## config.mk

```make
export PLATFORM = sky130hd
export DESIGN_NAME = idle_gap_packet_framer_flat
export DESIGN_NICKNAME = d
export VERILOG_FILES = /design/src/hdl/igpf_pkg.sv /design/src/hdl/igpf_if.sv /design/src/hdl/igpf_ram.sv /design/src/hdl/igpf_cfg.sv /design/src/hdl/idle_gap_packet_framer.sv /design/src/flat_wrapper.sv
export SDC_FILE = /design/constraint.sdc
export NUM_CORES = 2
export LEC_CHECK = 0
export BUFFER_PORTS_ARGS = -buffer_cell sky130_fd_sc_hd__buf_2
export CAP_MARGIN = 5
export CORE_MARGIN = 4
export CORE_UTILIZATION = 55
export DETAILED_ROUTE_END_ITERATION = 8
export GPL_ROUTABILITY_DRIVEN = 0
export HOLD_SLACK_MARGIN = 0.08
export PLACE_DENSITY = 0.82
export SETUP_SLACK_MARGIN = 0.1
export SLEW_MARGIN = 20
export SYNTH_ARGS = -nofsm -noshare
export SYNTH_HDL_FRONTEND = slang
export SYNTH_SLANG_ARGS = --single-unit
```

## constraint.sdc

```tcl
create_clock -name clk -period 4.55 [get_ports clk]
set_clock_uncertainty 0.15 [all_clocks]
set_input_delay 0.91 -clock clk [delete_from_list [all_inputs] [get_ports clk]]
set_output_delay 0.91 -clock clk [all_outputs]
set_load 0.03 [all_outputs]
```

## src/hdl/igpf_pkg.sv

```systemverilog
// ----------------------------------------------------------------------------
// igpf_pkg
// Shared types and constants of the idle-gap packet framer: operation codes,
// register indexes, reset values and the configuration bundle.
// ----------------------------------------------------------------------------
package igpf_pkg;

	// Default number of byte slots in each bank
	localparam int DEF_BUFFER_DEPTH = 256;

	// Field widths
	localparam int OP_W     = 2;
	localparam int BYTE_W   = 8;
	localparam int INDEX_W  = 8;
	localparam int LEN_W    = 9;
	localparam int TICKS_W  = 16;

	// Configuration port geometry
	localparam int CFG_ADDR_W  = 3;
	localparam int CFG_DATA_W  = 32;
	localparam int CFG_INDEX_W = CFG_ADDR_W - 2;

	// Register reset values
	localparam logic [TICKS_W-1:0] IDLE_TICKS_RESET = 16'd20;
	localparam logic [LEN_W-1:0]   MIN_LENGTH_RESET = 9'd3;

	// Operation codes carried by a request beat
	typedef enum logic [OP_W-1:0] {
		OP_BYTE    = 2'd0,
		OP_TICK    = 2'd1,
		OP_READ    = 2'd2,
		OP_RELEASE = 2'd3
	} op_t;

	// Register indexes (byte address divided by four)
	typedef enum logic [CFG_INDEX_W-1:0] {
		REG_IDLE_TICKS = 1'd0,
		REG_MIN_LENGTH = 1'd1
	} reg_index_t;

	// Configuration handed from the register block to the datapath
	typedef struct packed {
		logic [TICKS_W-1:0] idle_ticks;
		logic [LEN_W-1:0]   min_length;
	} cfg_t;

endpackage

```

## src/hdl/igpf_if.sv

```systemverilog
// ----------------------------------------------------------------------------
// igpf_in_if / igpf_out_if
// Valid/ready channels of the framer: request beats in, result beats out.
// ----------------------------------------------------------------------------
interface igpf_in_if;
	import igpf_pkg::*;

	logic                valid;
	logic                ready;
	logic [OP_W-1:0]     operation;
	logic [BYTE_W-1:0]   rx_byte;
	logic [INDEX_W-1:0]  read_index;

	modport source (output valid, output operation, output rx_byte, output read_index,
		input ready);
	modport sink (input valid, input operation, input rx_byte, input read_index,
		output ready);
endinterface

interface igpf_out_if;
	import igpf_pkg::*;

	logic               valid;
	logic               ready;
	logic [BYTE_W-1:0]  read_data;
	logic               packet_ready;
	logic               overflow;
	logic [LEN_W-1:0]   packet_length;
	logic               packet_done;
	logic [LEN_W-1:0]   fill_length;

	modport source (output valid, output read_data, output packet_ready, output overflow,
		output packet_length, output packet_done, output fill_length, input ready);
	modport sink (input valid, input read_data, input packet_ready, input overflow,
		input packet_length, input packet_done, input fill_length, output ready);
endinterface

```

## src/hdl/igpf_ram.sv

```systemverilog
// ----------------------------------------------------------------------------
// igpf_ram
// Generic simple dual-port RAM: one write port, one read port with a
// registered read that updates only when enabled.
// ----------------------------------------------------------------------------
module igpf_ram #(
	parameter int WIDTH = 8,
	parameter int DEPTH = 256
) (
	input  logic                     clk,
	input  logic                     we,
	input  logic [$clog2(DEPTH)-1:0] waddr,
	input  logic [WIDTH-1:0]         wdata,
	input  logic                     re,
	input  logic [$clog2(DEPTH)-1:0] raddr,
	output logic [WIDTH-1:0]         rdata
);

	logic [WIDTH-1:0] mem [DEPTH];

	// Write port
	always_ff @(posedge clk) begin
		if (we) begin
			mem[waddr] <= wdata;
		end
	end

	// Registered read, held while not enabled
	always_ff @(posedge clk) begin
		if (re) begin
			rdata <= mem[raddr];
		end
	end

endmodule

```

## src/hdl/igpf_cfg.sv

```systemverilog
// ----------------------------------------------------------------------------
// igpf_cfg
// APB-style register block: idle threshold and minimum packet length.
// ----------------------------------------------------------------------------
module igpf_cfg (
	input  logic                             clk,
	input  logic                             arst_n,
	input  logic                             psel,
	input  logic                             penable,
	input  logic                             pwrite,
	input  logic [igpf_pkg::CFG_ADDR_W-1:0]  paddr,
	input  logic [igpf_pkg::CFG_DATA_W-1:0]  pwdata,
	output logic [igpf_pkg::CFG_DATA_W-1:0]  prdata,
	output logic                             pready,
	output igpf_pkg::cfg_t                   cfg
);
	import igpf_pkg::*;

	cfg_t                   cfg_q;
	logic                   wr_en;
	logic [CFG_INDEX_W-1:0] index;

	assign pready = 1'b1;
	assign wr_en  = psel && penable && pwrite && pready;
	assign index  = paddr[CFG_ADDR_W-1:2];
	assign cfg    = cfg_q;

	// Register write on the access phase
	always_ff @(posedge clk or negedge arst_n) begin
		if (!arst_n) begin
			cfg_q.idle_ticks <= IDLE_TICKS_RESET;
			cfg_q.min_length <= MIN_LENGTH_RESET;
		end else if (wr_en) begin
			case (index)
				REG_IDLE_TICKS: cfg_q.idle_ticks <= pwdata[TICKS_W-1:0];
				REG_MIN_LENGTH: cfg_q.min_length <= pwdata[LEN_W-1:0];
				default: ;
			endcase
		end
	end

	// Read back
	always_comb begin
		case (index)
			REG_IDLE_TICKS: prdata = CFG_DATA_W'(cfg_q.idle_ticks);
			REG_MIN_LENGTH: prdata = CFG_DATA_W'(cfg_q.min_length);
			default:        prdata = '0;
		endcase
	end

endmodule

```

## src/hdl/idle_gap_packet_framer.sv

```systemverilog
// ----------------------------------------------------------------------------
// idle_gap_packet_framer
// Frames received serial bytes into packets by idle gaps, using two banks.
//
// Usage:
//   req carries one operation per beat: a received byte, a tick of the time
//   base, a read of a packet byte, or a release of the stored packet. rsp
//   returns one result beat per request beat with the flags and lengths as
//   they stand after that operation, plus the byte for a read.
//   Each beat is decided in the cycle it is taken; its result appears in
//   the next cycle, from the single registered read of the packet bank. One
//   beat per cycle is sustained: a closed packet costs no copy, since the
//   receive and packet banks swap roles by flipping a select bit.
//   When rsp stalls, the result register holds and req.ready drops until
//   the held beat is taken; a new beat enters in the cycle the held one
//   leaves. After reset the fill, idle count, lengths and flags are zero
//   and both registers are at their defaults; bank contents are not
//   cleared, and only written slots are ever read back. Registers sit on
//   an APB-style port at byte addresses 0 (idle ticks) and 4 (min length).
// ----------------------------------------------------------------------------
module idle_gap_packet_framer #(
	parameter int BUFFER_DEPTH = igpf_pkg::DEF_BUFFER_DEPTH
) (
	input  logic                             clk,
	input  logic                             arst_n,
	igpf_in_if.sink                          req,
	igpf_out_if.source                       rsp,
	input  logic                             psel,
	input  logic                             penable,
	input  logic                             pwrite,
	input  logic [igpf_pkg::CFG_ADDR_W-1:0]  paddr,
	input  logic [igpf_pkg::CFG_DATA_W-1:0]  pwdata,
	output logic [igpf_pkg::CFG_DATA_W-1:0]  prdata,
	output logic                             pready
);
	import igpf_pkg::*;

	localparam int AW = $clog2(BUFFER_DEPTH);
	localparam int FW = $clog2(BUFFER_DEPTH + 1);
	localparam int CW = (FW > LEN_W) ? FW : LEN_W;

	cfg_t cfg;

	// Architectural state
	logic [FW-1:0]      fill_q;
	logic [TICKS_W-1:0] idle_q;
	logic [FW-1:0]      stored_q;
	logic               ready_q;
	logic               ovf_q;
	logic               bank_sel_q;

	// Next state
	logic [FW-1:0]      fill_d;
	logic [TICKS_W-1:0] idle_d;
	logic [FW-1:0]      stored_d;
	logic               ready_d;
	logic               ovf_d;
	logic               bank_sel_d;
	logic               done_d;

	// Result stage
	logic               valid_s1;
	logic               hit_s1;
	logic               bank_s1;
	logic               ready_s1;
	logic               ovf_s1;
	logic [FW-1:0]      stored_s1;
	logic               done_s1;
	logic [FW-1:0]      fill_s1;

	logic               accept;
	logic               advance;
	op_t                op;
	logic               at_gap;
	logic [LEN_W-1:0]   least;
	logic [FW-1:0]      base;
	logic [FW-1:0]      slot;
	logic [CW-1:0]      idx_ext;
	logic               rd_hit;
	logic               swap;
	logic [AW-1:0]      waddr;
	logic [AW-1:0]      raddr;
	logic               we0, we1, re0, re1;
	logic [BYTE_W-1:0]  rdata0, rdata1;
	logic [CW-1:0]      stored_ext_s1;
	logic [CW-1:0]      fill_ext_s1;

	igpf_cfg u_cfg (
		.clk     (clk),
		.arst_n  (arst_n),
		.psel    (psel),
		.penable (penable),
		.pwrite  (pwrite),
		.paddr   (paddr),
		.pwdata  (pwdata),
		.prdata  (prdata),
		.pready  (pready),
		.cfg     (cfg)
	);

	// Advance the result stage when it is empty or being drained
	assign advance   = !valid_s1 || rsp.ready;
	assign req.ready = advance;
	assign accept    = req.valid && advance;
	assign op        = op_t'(req.operation);

	// Operation decode and state update
	always_comb begin
		at_gap     = idle_q >= cfg.idle_ticks;
		least      = (cfg.min_length == '0) ? LEN_W'(1) : cfg.min_length;
		base       = at_gap ? '0 : fill_q;
		slot       = (base >= FW'(BUFFER_DEPTH - 1)) ? FW'(BUFFER_DEPTH - 1) : base;
		idx_ext    = CW'(req.read_index);
		rd_hit     = (idx_ext < CW'(stored_q)) && (idx_ext < CW'(BUFFER_DEPTH));
		swap       = 1'b0;
		fill_d     = fill_q;
		idle_d     = idle_q;
		stored_d   = stored_q;
		ready_d    = ready_q;
		ovf_d      = ovf_q;
		bank_sel_d = bank_sel_q;
		done_d     = 1'b0;
		case (op)
			OP_BYTE: begin
				idle_d = '0;
				fill_d = slot + FW'(1);
			end
			OP_TICK: begin
				if (!at_gap) begin
					idle_d = idle_q + TICKS_W'(1);
				end else if (CW'(fill_q) >= CW'(least)) begin
					swap       = 1'b1;
					ovf_d      = ovf_q || ready_q;
					stored_d   = fill_q;
					ready_d    = 1'b1;
					fill_d     = '0;
					bank_sel_d = !bank_sel_q;
					done_d     = 1'b1;
				end
			end
			OP_RELEASE: begin
				ready_d = 1'b0;
				ovf_d   = 1'b0;
			end
			default: ;
		endcase
	end

	// Bank ports: bytes land in the receive bank, reads hit the packet bank
	assign waddr = slot[AW-1:0];
	assign raddr = idx_ext[AW-1:0];
	assign we0   = accept && (op == OP_BYTE) && !bank_sel_q;
	assign we1   = accept && (op == OP_BYTE) &&  bank_sel_q;
	assign re0   = accept && (op == OP_READ) &&  bank_sel_q;
	assign re1   = accept && (op == OP_READ) && !bank_sel_q;

	igpf_ram #(.WIDTH(BYTE_W), .DEPTH(BUFFER_DEPTH)) u_bank0 (
		.clk   (clk),
		.we    (we0),
		.waddr (waddr),
		.wdata (req.rx_byte),
		.re    (re0),
		.raddr (raddr),
		.rdata (rdata0)
	);

	igpf_ram #(.WIDTH(BYTE_W), .DEPTH(BUFFER_DEPTH)) u_bank1 (
		.clk   (clk),
		.we    (we1),
		.waddr (waddr),
		.wdata (req.rx_byte),
		.re    (re1),
		.raddr (raddr),
		.rdata (rdata1)
	);

	// Commit state on an accepted beat
	always_ff @(posedge clk or negedge arst_n) begin
		if (!arst_n) begin
			fill_q     <= '0;
			idle_q     <= '0;
			stored_q   <= '0;
			ready_q    <= 1'b0;
			ovf_q      <= 1'b0;
			bank_sel_q <= 1'b0;
		end else if (accept) begin
			fill_q     <= fill_d;
			idle_q     <= idle_d;
			stored_q   <= stored_d;
			ready_q    <= ready_d;
			ovf_q      <= ovf_d;
			bank_sel_q <= bank_sel_d;
		end
	end

	// Result stage valid
	always_ff @(posedge clk or negedge arst_n) begin
		if (!arst_n) begin
			valid_s1 <= 1'b0;
		end else if (advance) begin
			valid_s1 <= req.valid;
		end
	end

	// Result stage payload
	always_ff @(posedge clk) begin
		if (accept) begin
			hit_s1    <= (op == OP_READ) && rd_hit;
			bank_s1   <= !bank_sel_q;
			ready_s1  <= ready_d;
			ovf_s1    <= ovf_d;
			stored_s1 <= stored_d;
			done_s1   <= done_d;
			fill_s1   <= fill_d;
		end
	end

	// Drive the result beat
	assign stored_ext_s1     = CW'(stored_s1);
	assign fill_ext_s1       = CW'(fill_s1);
	assign rsp.valid         = valid_s1;
	assign rsp.read_data     = hit_s1 ? (bank_s1 ? rdata1 : rdata0) : '0;
	assign rsp.packet_ready  = ready_s1;
	assign rsp.overflow      = ovf_s1;
	assign rsp.packet_length = stored_ext_s1[LEN_W-1:0];
	assign rsp.packet_done   = done_s1;
	assign rsp.fill_length   = fill_ext_s1[LEN_W-1:0];

	// Overflow is only ever raised on top of a ready packet
	a_ovf_needs_ready: assert property (@(posedge clk) disable iff (!arst_n)
		ovf_q |-> ready_q)
		else $error("overflow set without a ready packet");

	// Fill never passes the bank depth
	a_fill_bound: assert property (@(posedge clk) disable iff (!arst_n)
		CW'(fill_q) <= CW'(BUFFER_DEPTH))
		else $error("fill count beyond bank depth");

	// Banks swap exactly when a packet closes
	a_swap_flip: assert property (@(posedge clk) disable iff (!arst_n)
		accept && swap |=> bank_sel_q != $past(bank_sel_q))
		else $error("bank select did not flip on packet close");

	// A stored byte leaves a nonempty fill
	a_byte_fill: assert property (@(posedge clk) disable iff (!arst_n)
		accept && (op == OP_BYTE) |=> fill_q != '0)
		else $error("fill empty after a received byte");

	// A closed packet is reported as ready
	a_done_ready: assert property (@(posedge clk) disable iff (!arst_n)
		rsp.valid && rsp.packet_done |-> rsp.packet_ready && (stored_s1 != '0))
		else $error("closed packet not flagged ready");

endmodule
```

## src/flat_wrapper.sv

```systemverilog
// flat-port wrapper written by rule: the top's interface ports become plain ports
module idle_gap_packet_framer_flat import igpf_pkg::*;
#(
	parameter int BUFFER_DEPTH = igpf_pkg::DEF_BUFFER_DEPTH
)
  (clk, arst_n, psel, penable, pwrite, paddr, pwdata, prdata, pready, req_valid, req_operation, req_rx_byte, req_read_index, req_ready, rsp_valid, rsp_read_data, rsp_packet_ready, rsp_overflow, rsp_packet_length, rsp_packet_done, rsp_fill_length, rsp_ready);
  igpf_in_if req_i ();
  igpf_out_if rsp_i ();
  input  logic clk;
  input  logic arst_n;
  input  logic psel;
  input  logic penable;
  input  logic pwrite;
  input  logic [igpf_pkg::CFG_ADDR_W-1:0] paddr;
  input  logic [igpf_pkg::CFG_DATA_W-1:0] pwdata;
  output logic [igpf_pkg::CFG_DATA_W-1:0] prdata;
  output logic pready;
  input wire logic [$bits(req_i.valid)-1:0] req_valid;
  input wire logic [$bits(req_i.operation)-1:0] req_operation;
  input wire logic [$bits(req_i.rx_byte)-1:0] req_rx_byte;
  input wire logic [$bits(req_i.read_index)-1:0] req_read_index;
  output wire logic [$bits(req_i.ready)-1:0] req_ready;
  output wire logic [$bits(rsp_i.valid)-1:0] rsp_valid;
  output wire logic [$bits(rsp_i.read_data)-1:0] rsp_read_data;
  output wire logic [$bits(rsp_i.packet_ready)-1:0] rsp_packet_ready;
  output wire logic [$bits(rsp_i.overflow)-1:0] rsp_overflow;
  output wire logic [$bits(rsp_i.packet_length)-1:0] rsp_packet_length;
  output wire logic [$bits(rsp_i.packet_done)-1:0] rsp_packet_done;
  output wire logic [$bits(rsp_i.fill_length)-1:0] rsp_fill_length;
  input wire logic [$bits(rsp_i.ready)-1:0] rsp_ready;
  assign req_i.valid = req_valid;
  assign req_i.operation = req_operation;
  assign req_i.rx_byte = req_rx_byte;
  assign req_i.read_index = req_read_index;
  assign req_ready = req_i.ready;
  assign rsp_valid = rsp_i.valid;
  assign rsp_read_data = rsp_i.read_data;
  assign rsp_packet_ready = rsp_i.packet_ready;
  assign rsp_overflow = rsp_i.overflow;
  assign rsp_packet_length = rsp_i.packet_length;
  assign rsp_packet_done = rsp_i.packet_done;
  assign rsp_fill_length = rsp_i.fill_length;
  assign rsp_i.ready = rsp_ready;
  idle_gap_packet_framer #(.BUFFER_DEPTH(BUFFER_DEPTH)) u_core (.clk(clk), .arst_n(arst_n), .req(req_i), .rsp(rsp_i), .psel(psel), .penable(penable), .pwrite(pwrite), .paddr(paddr), .pwdata(pwdata), .prdata(prdata), .pready(pready));
endmodule
```

---- Yosys cells after proc, flatten, opt, wreduce, memory -nomap -nowiden ----
Memories as Yosys holds them, arrays and structs flattened. A register that Yosys moved wholly into a read port is not among the register bits.
Index checks and enable logic that the tools add are counted.
operators by class
  $add $sub $neg .......................... 2
  $mul .................................... 0
  divide/modulo/power cells ............... 0
  order comparisons ....................... 4
  eq/ne operators ......................... 4
  shift operators ......................... 0
  mux-type cells .......................... 25
  bitwise logic cells ..................... 1
  reduce and logical (&&, ||, !) cells .... 22
operators with widths
  kind                                                                                 count
  9-bit 2-to-1 mux                                                                     8
  32-bit one-hot mux with 2 select lines                                               1
  16-bit one-hot mux with 2 select lines                                               1
  9-bit one-hot mux with 2 select lines                                                1
  16-bit by 1-bit adder with 16-bit output, second input constant                      1
  16-bit greater-or-equal comparator                                                   1
  16-bit 2-to-1 mux                                                                    1
  8-bit 2-to-1 mux                                                                     2
  1-bit logical AND                                                                    10
  9-bit by 1-bit adder with 9-bit output, second input constant                        1
  9-bit by 8-bit greater-or-equal comparator with 1-bit output, second input constant  1
  9-bit greater-or-equal comparator                                                    1
  9-bit logical NOT                                                                    1
  8-bit by 9-bit less-than comparator with 1-bit output                                1
  1-bit 2-to-1 mux                                                                     9
  2-bit AND reduction                                                                  3
  2-bit == test, second input constant                                                 2
  1-bit one-hot mux with 2 select lines                                                2
  4-bit AND reduction                                                                  1
  3-bit AND reduction                                                                  1
  2-bit by 1-bit == test with 1-bit output, second input constant                      1
  1-bit logical NOT                                                                    2
  2-bit logical NOT                                                                    1
  1-bit logical OR                                                                     2
  3 further kinds                                                                      3
storage, ports and cells
  bits in registers ....................... 86
  latch bits .............................. 0
  RAM bits ................................ 4,096
  ROM bits ................................ 0
  output and inout port bits .............. 64
  memories kept ........................... 2
memory list
  memory              depth  width  read ports  clocked after memory_dff  write ports  RTL line        source
  u_core.u_bank0.mem  256    8      1           1                         1            igpf_ram.sv:19  logic [WIDTH-1:0] mem [DEPTH];
  u_core.u_bank1.mem  256    8      1           1                         1            igpf_ram.sv:19

---- Logic depth before layout (Yosys ltp) ----
  word-level depth ........................ 7
  gate-level depth with buffers ........... 17
  mapped depth without buffers ............ 13

---- Modules after synthesis ----
A second synthesis with hierarchy kept.
second synthesis, totals
  cell total of the unflattened synthesis .. 7,971
  area, all modules ....................... 164,661.7 um2
by module, submodules not included
  module                  instances  cells each  area an instance (um2)  sequential area each (um2)
  igpf_ram                2          3,733       79,636.4                61,739.2
  idle_gap_packet_framer  1          415         4,095.2                 1,641.6
  igpf_cfg                1          90          1,293.7                 630.6

---- Worst setup path after synthesis ----
OpenSTA, ideal clock, no wires.
  path type ............................... reg-to-reg
  start ................................... reg u_core.idle_q[0]
  end ..................................... mem u_core.u_bank0.mem[141][0], enable pin
  library setup time ...................... 0.370 ns
  arrival ................................. 3.943 ns
  path slack .............................. 0.087 ns
  cell stages (with the launch flop) ...... 16
  path buffers ............................ 2
  period minus slack after synthesis ...... 4.463 ns
  cell sequence ........................... dfrtp_1 inv_1 ha_1 nand2b_1 a2111oi_2 o21bai_1 a211o_1 a21oi_1 o21ai_0 inv_1 ha_1 o2111ai_1 or3_1 clkbuf_2 buf_6 nor2_1
on the way
  cells in the longest elaborated chain, start to end .. 4
ends and longest elaborated chain
  what                                                          RTL line                       source
  start, declared                                               idle_gap_packet_framer.sv:46   logic [TICKS_W-1:0] idle_q;
  start signal, assigned                                        idle_gap_packet_framer.sv:188  idle_q <= idle_d;
  16-bit greater-or-equal comparator *                          idle_gap_packet_framer.sv:109  at_gap = idle_q >= cfg.idle_ticks;
  9-bit 2-to-1 mux *                                            idle_gap_packet_framer.sv:111  base = at_gap ? '0 : fill_q;
  9-bit by 8-bit greater-or-equal comparator with 1-bit output  idle_gap_packet_framer.sv:112  slot = (base >= FW'(BUFFER_DEPTH - 1)) ? FW'(BUFFER_DEPTH - 1) : base;
  9-bit 2-to-1 mux *                                            idle_gap_packet_framer.sv:112
  end, declared                                                 igpf_ram.sv:19
Every way passes the cells marked *; elsewhere a longest branch is shown, timed or not.

---- Final worst setup path ----
  start ................................... reg u_core.idle_q[0]
  end ..................................... mem u_core.u_bank1.mem[154][7], enable pin
on the way
  cells in the longest elaborated chain, start to end .. 4
ends and longest elaborated chain
  what                                                          RTL line
  16-bit greater-or-equal comparator *                          idle_gap_packet_framer.sv:109
  9-bit 2-to-1 mux *                                            idle_gap_packet_framer.sv:111
  9-bit by 8-bit greater-or-equal comparator with 1-bit output  idle_gap_packet_framer.sv:112
  9-bit 2-to-1 mux *                                            idle_gap_packet_framer.sv:112
  end, declared                                                 igpf_ram.sv:19
Marked as above.

==> out/qor.yml <==
dp_hpwl_mm: 245
drt_wl_total_mm: 441
path_class: "flop to flop"
postSynthAreaPerCell_um2: 20.2
antenna_found_initial: 15
postPlaceCellArea_mm2: 0.173
endpoint_kind: "flop"
cp.depth: 11
cts-htree-levels: 5
slowest_stage: "nor2_1"
utilization_pct: 63.2
max-slew-margin-rel_pct: 21.0
yosysWarningCount: 0
min_period_ns: 4.31
drtPass1Iterations: 8
crit_chain: "inv_1 -> ha_1 -> nand2b_1 -> a2111oi_2 -> o21bai_2 -> a211oi_4 -> buf_4 -> o2111ai_2 -> or2_0 -> buf_4 -> nor2_1"
syn_area_mm2: 0.163
grt_setup_unrepaired: "no"
fin_setup_tns_ns: 0
portBuffers: 88
ys_seq_elements: 4198
ios: 124
critPathLaunchType: "flop"
critPathArrivalTime_ns: 4.79
clk_latency_ns: 1.01
synth.distinct_cells: 64
synth_seq_area_share_pct: 77.3
synth_edf_count: 4135
finalSetupViolations: 0
fmax_ghz: 0.232
hold_viol: 0
cpMostUsedCell: "buf_4"
drv_slew: 0
grt_pass1_vias: 90900
cp_num_buf_inv: 3
hold_depth: 3
leakagePower_nw: 60.2
cp_top_family: "compound AO/OA/AOI/OAI gates"
clock-sinks: 4198
drv_cap: 0
synth_top_area_share_pct: 76.3
dp_cells: 12200
core_area_mm2: 0.294
die_h_um: 552
fin_cells: 13000
total_power_mw: 82.2
fillers: 18000
netlist_instances: 8037
start_util_pct: 55.3
viasPerCell: 6.94
hold_path_class: "input pin to flop"
ff_latch_area_mm2: 0.126
worstMarginPinSlew_ns: 1.18
ys_async_sr_fraction_pct: 1.50
syn_to_final_growth_pct: 14.3
clockBufferDepth: 4
cts-root-buf: "clkbuf_16"
cp_max_fo: 16
final_net_count: 8836
dieArea_mm2: 0.305
wl_per_cell_um: 34.0
r2r_cells: 11
route.detailed.drc: 0
cts_tree: "done"
grt_start_max_net_pins: 126
grt_pass1_wl_mm: 639
via_count: 90000
post-route-period-util_pct: 94.8
status: "finished clean"
multi_input_area_mm2: 0.0348
die_w_um: 552
vdd_drop_max_mv: 0.405
gr-total-overflow: 0
clk_pin_slew_ns: 0.07
dr.first_iter.drc_count: 15300
drive_above_1_share_pct: 25.1
synth_area_leaders: "edfxtp_1 76%, mux4_2 11%, mux2i_1 3.2%"
critPathMaxStageDelay_ns: 0.62
p_per_area_mw_per_mm2: 442
synth_largest_area_cell: "edfxtp_1"
numCtsBuffers: 403
track_usage_pct: 28.8
required_ns: 5.02
rows: 199
ant_nets: 0
synth_flop_cell: "edfxtp_1"
finalInstanceArea_mm2: 0.186
postCtsSetupBuffers: 0
synth_stat cells, types with 6 or more instances:
master,n
buf_6,8
nand2b_1,7
o21ai_0,50
and3_1,11
a21oi_1,143
ha_1,35
a22oi_1,185
nand4_1,23
nor3_1,163
mux2i_1,521
and2_1,8
clkbuf_1,255
nand3_1,42
a211oi_1,10
o31ai_1,6
buf_1,65
nand2_1,67
o2111ai_1,13
nor4_1,63
buf_4,23
dfrtp_1,59
a221oi_1,48
mux4_2,783
nor2_1,515
or2_2,11
nor2b_1,34
edfxtp_1,4135
inv_1,46
buf_2,173
a311oi_1,14
or4_1,7
a22o_1,109
o211ai_1,12
or3_1,9
o22ai_1,286
mux2_2,35
final cells by class:
| cell class | instances | area share, % |
|---|---|---|
| well taps | 3919 | 2.64 |
| inverters | 47 | 0.0949 |
| flip-flops and latches | 4198 | 67.6 |
| clock inverters | 231 | 1.32 |
| repair buffers | 812 | 3.96 |
| diodes | 7 | 0.00942 |
| multi-input cells | 3279 | 18.7 |
| clock buffers | 472 | 5.63 |
power by group:
part	switching, mW	total (mW)	internal [mW]
registers	0.197	42.8	42.6
logic	4.11	5.90	1.79
clock network	14.2	33.5	19.2
metrics by stage:
stage	setup slack [ns]	hold WS, ns
4_1_cts	0.117	0.0852
6_report	0.235	0.132
5_1_grt	0.115	0.130
2_1_floorplan	0.0868	0.323
3_5_place_dp	-0.0407	0.348
3_3_place_gp	-0.106	0.341
layer usage:
metal / vias to the layer above / share of wire, % / global-route usage (%)
li1: 34800 / - / -
met1: 45600 / 33 / 36.6
met2: 7949 / 48 / 45.7
met3: 1654 / 12 / 7.22
met4: 12 / 6.9 / 16.7
met5: - / 0.019 / 0
cells by family after synthesis:
kind of cell | share of synthesized area, %
buf+inv | 1.55
mux | 14.3
simple gates | 2.72
xor+xnor | 0.0215
fa+ha+maj | 0.269
other cells | 0.00462
flops | 77.3
compound gates | 3.85
registers in the layout, summed over array words and instances, names as in the netlist, 8 cells and up:
name,flops
u_core.u_bank0.mem,2048
u_core.u_bank0.rdata,8
u_core.rsp.fill_length,9
u_core.fill_q,9
u_core.rsp.packet_length,9
u_core.u_cfg.cfg,25
u_core.stored_q,9
u_core.u_bank1.mem,2048
u_core.idle_q,16
u_core.u_bank1.rdata,8
tightest hold or removal path, stage by stage:
cell and delay, ns:
buf_2 0.08, nand2b_1 0.18, nand2b_1 0.07
cell usage in the layout (no fill, tap or decap), types with 72 or more instances in the layout:
master and instances:
buf_12 106, clkinv_1 72, mux2i_1 521, clkbuf_16 408, edfxtp_1 4135, mux4_2 783
o22ai_1 286, clkinv_2 76, nor2_1 504, a22o_1 109, buf_4 600, a22oi_1 185
a21oi_1 142, nor3_1 157, buf_2 77
worst paths after layout:
kind                                               to  slack, ns                 start
max                        u_core.u_bank1.mem[154][7]       0.24      u_core.idle_q[0]
min                                  u_core.rsp.valid       0.13             rsp_ready
max reg2reg                u_core.u_bank1.mem[154][7]       0.24      u_core.idle_q[0]
min reg2reg                      u_core.u_cfg.cfg[18]       0.36  u_core.u_cfg.cfg[18]
max in group asynchronous         u_core.u_cfg.cfg[1]       3.17                arst_n
min in group asynchronous            u_core.rsp.valid       0.30                arst_n
repair_timing:
item	4_1_cts	5_1_grt
setup endpoints to repair	36	531
endpoints found under the hold margin	66	0
hold buffers	18	0
resized for setup	2	16
Power figures use the tool's default switching activity.
